File: src/rtl/core/bfs_pkg.sv
// Shared types and constants for the breadth-first search block.
// Holds field widths, register indexes, controller states and the command/status structs.
// No dependencies.
`timescale 1ns / 1ps

package bfs_pkg;

   localparam int DEF_MAX_NODES = 64;
   localparam int NODE_FIELD_W  = 6;
   localparam int ROW_FIELD_W   = 64;
   localparam int COUNT_W       = 7;
   localparam int REQ_TDATA_W   = 72;
   localparam int RSP_TDATA_W   = 8;
   localparam int CSR_ADDR_W    = 3;
   localparam int CSR_DATA_W    = 32;

   localparam logic [COUNT_W-1:0]      NODE_COUNT_RST = 7'd64;
   localparam logic [NODE_FIELD_W-1:0] START_NODE_RST = 6'd0;

   localparam logic MODE_LOAD = 1'b0;
   localparam logic MODE_RUN  = 1'b1;

   typedef enum logic {
      REG_NODE_COUNT = 1'b0,
      REG_START_NODE = 1'b1
   } reg_index_type;

   typedef enum logic [2:0] {
      ST_IDLE,
      ST_DEQ,
      ST_FETCH,
      ST_ROW,
      ST_SCAN,
      ST_EMIT
   } state_type;

   typedef struct packed {
      logic load;
      logic start;
      logic deq;
      logic fetch;
      logic row;
      logic scan;
      logic emit;
   } cmd_type;

   typedef struct packed {
      logic pending_any;
      logic queue_empty;
      logic rsp_busy;
   } status_type;

endpackage

File: src/rtl/core/bfs_ctrl.sv
// Controller state machine for the breadth-first search block.
// Sequences dequeue, row fetch, neighbor scan and emit; depends on bfs_pkg.
`timescale 1ns / 1ps

module bfs_ctrl
   import bfs_pkg::*;
(
   input  logic       clock,
   input  logic       reset,
   input  logic       req_tvalid,
   input  logic       req_mode,
   input  status_type status,
   output logic       req_tready,
   output cmd_type    cmd
);

   state_type state_ff;
   state_type state_in;

   always_ff @(posedge clock) begin
      if (reset) begin
         state_ff <= ST_IDLE;
      end else begin
         state_ff <= state_in;
      end
   end

   always_comb begin
      state_in   = state_ff;
      cmd        = '0;
      req_tready = 1'b0;
      case (state_ff)
         ST_IDLE: begin
            req_tready = 1'b1;
            if (req_tvalid) begin
               if (req_mode == MODE_RUN) begin
                  cmd.start = 1'b1;
                  state_in  = ST_DEQ;
               end else begin
                  cmd.load = 1'b1;
               end
            end
         end
         ST_DEQ: begin
            cmd.deq  = 1'b1;
            state_in = ST_FETCH;
         end
         ST_FETCH: begin
            cmd.fetch = 1'b1;
            state_in  = ST_ROW;
         end
         ST_ROW: begin
            cmd.row  = 1'b1;
            state_in = ST_SCAN;
         end
         ST_SCAN: begin
            // enqueue one new neighbor per cycle until none is left
            if (status.pending_any) begin
               cmd.scan = 1'b1;
            end else begin
               state_in = ST_EMIT;
            end
         end
         ST_EMIT: begin
            // hold until the output register has room
            if (!status.rsp_busy) begin
               cmd.emit = 1'b1;
               state_in = status.queue_empty ? ST_IDLE : ST_DEQ;
            end
         end
         default: begin
            state_in = ST_IDLE;
         end
      endcase
   end

endmodule

File: src/rtl/core/bfs_dpath.sv
// Datapath for the breadth-first search block: adjacency memory, visit queue memory,
// discovered marks, pending neighbor mask and the result register; depends on bfs_pkg.
`timescale 1ns / 1ps

module bfs_dpath
   import bfs_pkg::*;
#(
   parameter int MAX_NODES = DEF_MAX_NODES
)(
   input  logic                    clock,
   input  logic                    reset,
   input  cmd_type                 cmd,
   input  logic [NODE_FIELD_W-1:0] load_index,
   input  logic [ROW_FIELD_W-1:0]  load_row,
   input  logic [COUNT_W-1:0]      node_count,
   input  logic [NODE_FIELD_W-1:0] start_node,
   input  logic                    rsp_tready,
   output status_type              status,
   output logic                    rsp_tvalid,
   output logic [NODE_FIELD_W-1:0] rsp_node,
   output logic                    rsp_last
);

   localparam int NODE_W = $clog2(MAX_NODES);
   localparam int CNT_W  = $clog2(MAX_NODES + 1);

   function automatic logic [NODE_W-1:0] encode(input logic [MAX_NODES-1:0] onehot);
      logic [NODE_W-1:0] idx;
      idx = '0;
      for (int j = 0; j < MAX_NODES; j++) begin
         if (onehot[j]) idx = idx | NODE_W'(j);
      end
      return idx;
   endfunction

   logic [MAX_NODES-1:0] adj_mem [MAX_NODES];
   logic [NODE_W-1:0]    q_mem   [MAX_NODES];

   logic [MAX_NODES-1:0] adj_rdata_ff;
   logic [NODE_W-1:0]    q_rdata_ff;
   logic [CNT_W-1:0]     head_ff, head_in;
   logic [CNT_W-1:0]     tail_ff, tail_in;
   logic [MAX_NODES-1:0] disc_ff, disc_in;
   logic [MAX_NODES-1:0] keep_ff, keep_in;
   logic [MAX_NODES-1:0] pending_ff, pending_in;
   logic [NODE_W-1:0]    node_ff, node_in;
   logic                 rsp_valid_ff, rsp_valid_in;
   logic [NODE_FIELD_W-1:0] rsp_node_ff, rsp_node_in;
   logic                 rsp_last_ff, rsp_last_in;

   logic [COUNT_W-1:0]   count;
   logic [NODE_W-1:0]    start_idx;
   logic [MAX_NODES-1:0] lowest;
   logic [NODE_W-1:0]    scan_idx;
   logic                 load_ok;
   logic                 q_we;
   logic [NODE_W-1:0]    q_waddr;
   logic [NODE_W-1:0]    q_wdata;

   // clamp node count into 1..MAX_NODES
   always_comb begin
      if (node_count == '0) begin
         count = COUNT_W'(1);
      end else if (node_count > COUNT_W'(MAX_NODES)) begin
         count = COUNT_W'(MAX_NODES);
      end else begin
         count = node_count;
      end
      for (int j = 0; j < MAX_NODES; j++) begin
         keep_in[j] = COUNT_W'(j) < count;
      end
      start_idx = ({1'b0, start_node} < count) ? start_node[NODE_W-1:0] : '0;
   end

   assign lowest   = pending_ff & (~pending_ff + MAX_NODES'(1));
   assign scan_idx = encode(lowest);
   assign load_ok  = {1'b0, load_index} < COUNT_W'(MAX_NODES);
   assign q_we     = cmd.start | cmd.scan;
   assign q_waddr  = cmd.start ? '0 : tail_ff[NODE_W-1:0];
   assign q_wdata  = cmd.start ? start_idx : scan_idx;

   always_ff @(posedge clock) begin
      if (cmd.load && load_ok) begin
         adj_mem[load_index[NODE_W-1:0]] <= load_row[MAX_NODES-1:0];
      end
      if (cmd.fetch) begin
         adj_rdata_ff <= adj_mem[q_rdata_ff];
      end
   end

   always_ff @(posedge clock) begin
      if (q_we) begin
         q_mem[q_waddr] <= q_wdata;
      end
      if (cmd.deq) begin
         q_rdata_ff <= q_mem[head_ff[NODE_W-1:0]];
      end
   end

   always_comb begin
      head_in      = head_ff;
      tail_in      = tail_ff;
      disc_in      = disc_ff;
      pending_in   = pending_ff;
      node_in      = node_ff;
      rsp_valid_in = rsp_valid_ff & ~rsp_tready;
      rsp_node_in  = rsp_node_ff;
      rsp_last_in  = rsp_last_ff;
      if (cmd.start) begin
         disc_in            = '0;
         disc_in[start_idx] = 1'b1;
         head_in            = '0;
         tail_in            = CNT_W'(1);
      end
      if (cmd.deq) begin
         head_in = head_ff + CNT_W'(1);
      end
      if (cmd.fetch) begin
         node_in = q_rdata_ff;
      end
      if (cmd.row) begin
         pending_in = adj_rdata_ff & keep_ff & ~disc_ff;
      end
      if (cmd.scan) begin
         disc_in    = disc_ff | lowest;
         pending_in = pending_ff & ~lowest;
         tail_in    = tail_ff + CNT_W'(1);
      end
      if (cmd.emit) begin
         rsp_valid_in = 1'b1;
         rsp_node_in  = NODE_FIELD_W'(node_ff);
         rsp_last_in  = head_ff == tail_ff;
      end
   end

   always_ff @(posedge clock) begin
      if (reset) begin
         head_ff      <= '0;
         tail_ff      <= '0;
         disc_ff      <= '0;
         rsp_valid_ff <= 1'b0;
      end else begin
         head_ff      <= head_in;
         tail_ff      <= tail_in;
         disc_ff      <= disc_in;
         rsp_valid_ff <= rsp_valid_in;
      end
   end

   always_ff @(posedge clock) begin
      if (cmd.start) begin
         keep_ff <= keep_in;
      end
      pending_ff  <= pending_in;
      node_ff     <= node_in;
      rsp_node_ff <= rsp_node_in;
      rsp_last_ff <= rsp_last_in;
   end

   assign status.pending_any = |pending_ff;
   assign status.queue_empty = head_ff == tail_ff;
   assign status.rsp_busy    = rsp_valid_ff & ~rsp_tready;

   assign rsp_tvalid = rsp_valid_ff;
   assign rsp_node   = rsp_node_ff;
   assign rsp_last   = rsp_last_ff;

endmodule

File: src/rtl/core/bfs_adjacency_matrix.sv
// Breadth-first search over an adjacency matrix.
// A run request steps each visited node through dequeue, row fetch, row and scan states,
// enqueuing one newly discovered neighbor per scan cycle, with registered memory reads,
// then emits it, waiting while a result sits in the output register for rsp_tready;
// the first result is the start node, emitted after its neighbors are enqueued.
// Synchronous reset clears control state, node_count to 64 and start_node to 0;
// adjacency rows are undefined until loaded.
`timescale 1ns / 1ps

module bfs_adjacency_matrix
   import bfs_pkg::*;
#(
   parameter int MAX_NODES = DEF_MAX_NODES
)(
   input  logic                   clock,
   input  logic                   reset,
   input  logic                   req_tvalid,
   output logic                   req_tready,
   input  logic [REQ_TDATA_W-1:0] req_tdata,   // row_index[5:0], row_bits[69:6], zero pad
   input  logic                   req_tuser,   // mode
   output logic                   rsp_tvalid,
   input  logic                   rsp_tready,
   output logic [RSP_TDATA_W-1:0] rsp_tdata,   // visited_node[5:0], zero pad
   output logic                   rsp_tlast,
   input  logic                   csr_psel,
   input  logic                   csr_penable,
   input  logic                   csr_pwrite,
   input  logic [CSR_ADDR_W-1:0]  csr_paddr,
   input  logic [CSR_DATA_W-1:0]  csr_pwdata,
   output logic [CSR_DATA_W-1:0]  csr_prdata,
   output logic                   csr_pready
);

   logic [COUNT_W-1:0]      node_count_ff, node_count_in;
   logic [NODE_FIELD_W-1:0] start_node_ff, start_node_in;
   logic                    csr_write;
   reg_index_type           csr_index;
   cmd_type                 cmd;
   status_type              status;
   logic [NODE_FIELD_W-1:0] rsp_node;

   assign csr_pready = 1'b1;
   assign csr_write  = csr_psel & csr_penable & csr_pwrite & csr_pready;
   assign csr_index  = reg_index_type'(csr_paddr[2]);

   always_comb begin
      node_count_in = node_count_ff;
      start_node_in = start_node_ff;
      csr_prdata    = '0;
      case (csr_index)
         REG_NODE_COUNT: begin
            csr_prdata = CSR_DATA_W'(node_count_ff);
            if (csr_write) node_count_in = csr_pwdata[COUNT_W-1:0];
         end
         REG_START_NODE: begin
            csr_prdata = CSR_DATA_W'(start_node_ff);
            if (csr_write) start_node_in = csr_pwdata[NODE_FIELD_W-1:0];
         end
         default: begin
            csr_prdata = '0;
         end
      endcase
   end

   always_ff @(posedge clock) begin
      if (reset) begin
         node_count_ff <= NODE_COUNT_RST;
         start_node_ff <= START_NODE_RST;
      end else begin
         node_count_ff <= node_count_in;
         start_node_ff <= start_node_in;
      end
   end

   bfs_ctrl u_ctrl (
      .clock      (clock),
      .reset      (reset),
      .req_tvalid (req_tvalid),
      .req_mode   (req_tuser),
      .status     (status),
      .req_tready (req_tready),
      .cmd        (cmd)
   );

   bfs_dpath #(
      .MAX_NODES (MAX_NODES)
   ) u_dpath (
      .clock      (clock),
      .reset      (reset),
      .cmd        (cmd),
      .load_index (req_tdata[NODE_FIELD_W-1:0]),
      .load_row   (req_tdata[NODE_FIELD_W +: ROW_FIELD_W]),
      .node_count (node_count_ff),
      .start_node (start_node_ff),
      .rsp_tready (rsp_tready),
      .status     (status),
      .rsp_tvalid (rsp_tvalid),
      .rsp_node   (rsp_node),
      .rsp_last   (rsp_tlast)
   );

   assign rsp_tdata = RSP_TDATA_W'(rsp_node);

endmodule
File: config.mk
export PLATFORM = sky130hd
export DESIGN_NAME = bfs_adjacency_matrix
export DESIGN_NICKNAME = d
export VERILOG_FILES = /design/src/rtl/core/bfs_pkg.sv /design/src/rtl/core/bfs_ctrl.sv /design/src/rtl/core/bfs_dpath.sv /design/src/rtl/core/bfs_adjacency_matrix.sv
export SDC_FILE = /design/constraint.sdc
export NUM_CORES = 2
export LEC_CHECK = 0
export BUFFER_PORTS_ARGS = -buffer_cell sky130_fd_sc_hd__buf_2
export CORE_UTILIZATION = 40
export CTS_CLUSTER_SIZE = 28
export DETAILED_ROUTE_END_ITERATION = 10
export PLACE_DENSITY = 0.62
export SKIP_CTS_REPAIR_TIMING = 1
export SYNTH_ARGS = -nofsm -noshare
export SYNTH_HDL_FRONTEND = slang
export SYNTH_MEMORY_MAX_BITS = 65536
export SYNTH_SLANG_ARGS = --single-unit
File: constraint.sdc
create_clock -name clock -period 7.8 [get_ports clock]
set_clock_uncertainty 0.1 [all_clocks]
set_input_delay 0.78 -clock clock [delete_from_list [all_inputs] [get_ports clock]]
set_output_delay 0.78 -clock clock [all_outputs]
set_load 0.02 [all_outputs]
After elaboration in Yosys (flattened, before gate mapping)
Memory sizes are Yosys's and may differ from the RTL's. A register that Yosys moved wholly into a read port is not among the register bits.
Cells that the tools add are included.
Storage, ports and cells
  input port bits: 115
  output and inout port bits: 44
  memories kept: 2
  latch bits: 0
  RAM bits: 4480
  word-level logic and storage cells: 240
  ROM bits: 0
  register bits after elaboration: 236
Operators by class
  multipliers: 0
  bitwise gates (word level): 14
  reduce and logical (&&, ||, !) cells: 11
  div/mod/pow operators: 0
  equality and inequality tests: 11
  magnitude comparators: 68
  shift-type cells: 0
  add/sub/neg operators: 3
  multiplexer cells: 119
Memory list
  u_dpath.adj_mem: words 64, width 64, rd ports 1, clocked after Yosys merged registers in 1, wr ports 1, line bfs_dpath.sv:36  | logic [MAX_NODES-1:0] adj_mem [MAX_NODES];
  u_dpath.q_mem: words 64, width 6, rd ports 1, clocked after Yosys merged registers in 1, wr ports 1, line bfs_dpath.sv:37  | logic [NODE_W-1:0] q_mem [MAX_NODES];
Operators with widths (count)
  64-bit bitwise AND: 4
  64-bit two-way mux: 4
  6-bit by 7-bit less-than comparator with 1-bit output (first input constant): 32
  6-bit two-way mux: 37
  64-bit inverter: 3
  5-bit by 7-bit less-than comparator with 1-bit output (first input constant): 16
  5-bit two-way mux: 16
  64-bit by 1-bit adder with 64-bit output (second input constant): 1
  64-bit OR: 1
  32-bit one-hot mux with 2 select lines: 1
  64-bit OR reduction: 1
  7-bit two-way mux: 9
  4-bit by 7-bit less-than comparator with 1-bit output (first input constant): 8
  3-bit two-way mux: 13
  4-bit two-way mux: 8
  3-bit by 7-bit less-than comparator with 1-bit output (first input constant): 4
  1-bit two-way mux: 24
  3-bit one-hot mux with 6 select lines: 1
  7-bit by 1-bit adder with 7-bit output (second input constant): 2
  1-bit by 7-bit less-than comparator with 1-bit output (first input constant): 2
  2-bit by 7-bit less-than comparator with 1-bit output (first input constant): 2
  2-bit two-way mux: 5
  2-bit != test (second input constant): 4
  2-bit nonzero test: 4
  other kinds (18): 24

Logic depth before layout (Yosys ltp)
  depth in word-level cells: 67
  gate-level depth with buffers: 12

Cells and area by module
From an unflattened synthesis, not the netlist that was laid out.
Second synthesis, totals
  cells, all modules: 7878
  area, all modules: 184609.6 µm²
Modules (own cells, without submodules)
  bfs_dpath: sequential area each 142446.6 µm², times used 1, area an instance 183492.2 µm², cells an instance 7760
  bfs_adjacency_matrix: sequential area each 260.2 µm², times used 1, area an instance 883.3 µm², cells an instance 90
  bfs_ctrl: sequential area each 60.1 µm², times used 1, area an instance 234.0 µm², cells an instance 28

Worst setup path before layout
Ideal clock, no wire load.
  kind: register to register
  start: reg u_ctrl.state_ff[0]
  end: reg u_dpath.adj_rdata_ff[0], read port of u_dpath.adj_mem, enable pin
  cell stages (with the launch flop): 3
  arrival time: 5.658 ns
  slack: 1.441 ns
  cell sequence: dfxtp_1 > clkbuf_1 > nor3b_1
On the way
  word-level cells in the longest chain between the ends: 2
Ends and longest elaborated chain
  start, declared: line bfs_ctrl.sv:17  | state_type state_ff;
  start signal, assigned: line bfs_ctrl.sv:24  | state_ff <= state_in;
  3-bit by 2-bit == test with 1-bit output: line bfs_ctrl.sv:32  | case (state_ff)
  1-bit two-way mux: line bfs_ctrl.sv:32
  end, declared: line bfs_dpath.sv:39  | logic [MAX_NODES-1:0] adj_rdata_ff;
No other way between the ends.
A chain may end at the register's enable or synchronous reset.

Final worst setup path
  start: reg u_ctrl.state_ff[2]
  end: mem u_dpath.adj_mem[15][39] (netlist name), enable pin
On the way
  word-level cells in the longest chain between the ends: 4
Ends and longest elaborated chain
  3-bit logical NOT: line bfs_ctrl.sv:32
  2-bit two-way mux: line bfs_ctrl.sv:32
  1-bit two-way mux: line bfs_dpath.sv:83  | if (cmd.load && load_ok) begin
  1-bit two-way mux (not written as such): line bfs_dpath.sv:84  | adj_mem[load_index[NODE_W-1:0]] <= load_row[MAX_NODES-1:0];
  end, declared: line bfs_dpath.sv:36
No other way between the ends.

==> impl_metrics.toml <==
[status]
status = "finished clean"

[hold_path]
worstHoldPathType = "input port to flip-flop"
worstHoldStart = "rsp_tready"

[flow_run]
drv_cap = 0

[power_and_ir_drop]
peakVddDrop_mv = 0.225
power_density_nw_per_um2 = 255
p_total_mw = 53.1
p_leak_nw = 62.9

[floorplanning]
io_pins = 159
die_area_um2 = 462000
die_h_um = 680
coreArea_um2 = 457000
die-width_um = 680
rows = 248
start_util = 0.402

[timing]
period_share = 0.646
max-slew-margin-rel = 0.0207
fin_crit_ns = 5.04
max_freq_mhz = 198
hold_viol = 0
setup_violations = 0
drv_slew = 0
fin_setup_tns_ns = 0
max_slew.worst_pin.slew_ns = 1.47
rsz0062_at_grt = "no"

[route]
drt_iter0_drc = 11163
vias_per_cell = 5.92
vias = 87306
antenna_left = 0
drc = 0
totalWireLength_um = 481000
drt-wirelength-per-cell_um = 32.6
drt_first_pass_iters = 5

[synth]
yosysTopAreaCell = "edfxtp_1"
synth_edf_count = 4691
synthTopCellsByArea = "edfxtp_1 (77%), mux4_2 (18%), dfxtp_1 (1.0%), clkbuf_1 (0.62%), nor2_1 (0.50%)"
yosys_warnings = 0
synth-seq-area-share = 0.777
synthCells = 7808
yosysUniqueCellTypes = 74
netlist_area_um2 = 184000
async_flop_share = 0
synth_ff_type = "edfxtp_1"
syn_area_per_cell_um2 = 23.5
synth.ff_latch_count = 4786
yosys.area.top_type_share = 0.766

[placed_design]
gp_congestion = 0.865
port_buffers = 101
hpwl_um = 265000

[worst_setup_path]
critPathMaxFanout = 22
worstPathRequired_ns = 8.31
end_kind = "flip-flop"
crit_path_top_delay_cell = "nor2_4"
arrival_ns = 5.54
worstSetupStartpointType = "flip-flop"
criticalPathCategory = "flip-flop to flip-flop"
crit_path_start = "u_ctrl.state_ff[2]$_SDFFE_PP0P_"
regToRegStartpoint = "u_ctrl.state_ff[2]$_SDFFE_PP0P_"
path_cells = "nor3_1 -> nand2_1 -> nor3b_1 -> nand3_1 -> nor2_4 -> buf_4"
cpPeakStageDelay_ns = 1.08

[clock_network]
h-tree-depth = 5
clk_path_buf_depth = 4
cts_tree = "done"
cts_buffers = 467
cts.clk_slew.worst_paths_ns = 0.06
clock_latency_ns = 1.02
root_buffer = "clkbuf_16"
cts_sinks = 4786

[finish]
drive_above_1_share = 0.295
final_nets = 8314
fillers = 37349
area_growth_pct = 13.2

[global_route]
grt_first_pass_wirelength_um = 673000
grt_usage = 0.205
grt_pass1_vias = 87667
grt_max_degree = 121
grt_antenna_before_repair = 65
grt_overflow = 0
==> flip-flops by register name (all words and copies together), names as in the netlist <==
name / flops
u_dpath.adj_mem: 4096
u_dpath.q_mem: 384
u_dpath.adj_rdata_ff: 64
u_dpath.disc_ff: 64
u_dpath.keep_ff: 64
u_dpath.pending_ff: 64
node_count_ff: 7
u_dpath.head_ff: 7
u_dpath.tail_ff: 7
start_node_ff: 6
u_dpath.node_ff: 6
u_dpath.q_rdata_ff: 6
u_dpath.rsp_node: 6
u_ctrl.state_ff: 3
u_dpath.rsp_last: 1
u_dpath.rsp_tvalid: 1
==> area by class of cell <==
class                   count  area (um2)  area share
flip-flops and latches   4786      143000       0.686
multi-input cells        2582       39800       0.191
clock buffers             577       12200      0.0585
well taps                6125        7660      0.0368
repair buffers            333        2820      0.0136
clock inverters           299        2640      0.0127
inverters                  22        85.1    0.000409
diodes                     31        77.6    0.000373
==> power breakdown <==
group / internal [mW] / switching [mW]
registers: 28.4 / 0.0778
logic: 1.13 / 1.68
clock network: 12.2 / 9.61
total: 41.8 / 11.4
==> Yosys cell counts (42+ instances only) <==
| master | count |
|---|---|
| o22ai_1 | 42 |
| o31ai_1 | 48 |
| nand3_1 | 73 |
| clkbuf_1 | 306 |
| a21oi_1 | 75 |
| o21ai_0 | 77 |
| nand2_1 | 156 |
| edfxtp_1 | 4691 |
| nor2_1 | 243 |
| buf_1 | 82 |
| dfxtp_1 | 95 |
| mux4_2 | 1470 |
==> layer usage <==
layer	GRT usage	vias up	routed length (um)
met5	0	-	175
met4	0.0493	28	11800
met3	0.0418	748	43800
met2	0.329	4221	231000
met1	0.289	47819	194000
li1	-	34490	-
==> worst max-delay path, delay by kind of cell (launching register included) <==
kind                   cells  cell delay, ns
buffers and inverters      1            0.66
DFF                        1            0.40
and+or+nand+nor            5            3.40
==> metrics by stage <==
stage / instance area [um2] / worst slack, ns / hold WS, ns / util / cells
final: 208000 / 2.76 / 0.0877 / 0.455 / 14755
after global routing: 208000 / 2.40 / 0.0781 / 0.455 / 14725
after CTS: 208000 / 2.75 / -0.163 / 0.455 / 14717
after detailed placement: 193000 / 2.69 / 0.337 / 0.423 / 13841
after global placement: 193000 / 2.68 / 0.362 / 0.423 / 13840
after floorplan: 184000 / 1.44 / 0.300 / - / 7835
==> kinds of logic after synthesis <==
logic type	after synthesis	synth area share
AOI/OAI and AO/OA	349	0.0120
xor gates and xnor gates	7	0.000334
adders and majority gates	7	0.000477
buffers and inverters	467	0.0103
DFF	4786	0.777
muxes	1486	0.181
other	2	0.0000409
and+or+nand+nor	704	0.0189
==> layout by cell type (no fill, tap or decap), types with 20 or more instances in the layout <==
| cell | netlist | routed |
|---|---|---|
| nand4b_1 | 29 | 29 |
| a21oi_1 | 75 | 75 |
| nor3_1 | 41 | 41 |
| mux4_2 | 1470 | 1470 |
| diode_2 | 0 | 31 |
| buf_4 | 28 | 181 |
| clkbuf_16 | 0 | 468 |
| conb_1 | 2 | 29 |
| edfxtp_1 | 4691 | 4691 |
| bufinv_16 | 0 | 35 |
| nand2_1 | 156 | 156 |
| clkinv_2 | 0 | 84 |
| nand4_1 | 20 | 20 |
| clkinv_1 | 2 | 140 |
| buf_2 | 28 | 101 |
| nor2_1 | 243 | 179 |
| o21ai_0 | 77 | 75 |
| nand3_1 | 73 | 73 |
| nor2_4 | 0 | 64 |
| a31oi_1 | 37 | 32 |
| o31ai_1 | 48 | 48 |
| inv_1 | 20 | 20 |
| o22ai_1 | 42 | 42 |
| clkbuf_1 | 306 | 103 |
| buf_12 | 0 | 43 |
| dfxtp_1 | 95 | 91 |
==> worst paths after layout <==
path,end,slack (ns),cells after the start
min,u_dpath.rsp_tvalid$_SDFF_PP0_,0.09,3
min reg2reg,u_dpath.rsp_node[4]$_DFFE_PP_,0.35,0
max reg2reg,u_dpath.adj_mem[15][39]$_DFFE_PP_,2.76,6
max,u_dpath.adj_mem[15][39]$_DFFE_PP_,2.76,6
No activity file was read; power rests on OpenSTA's default activity.
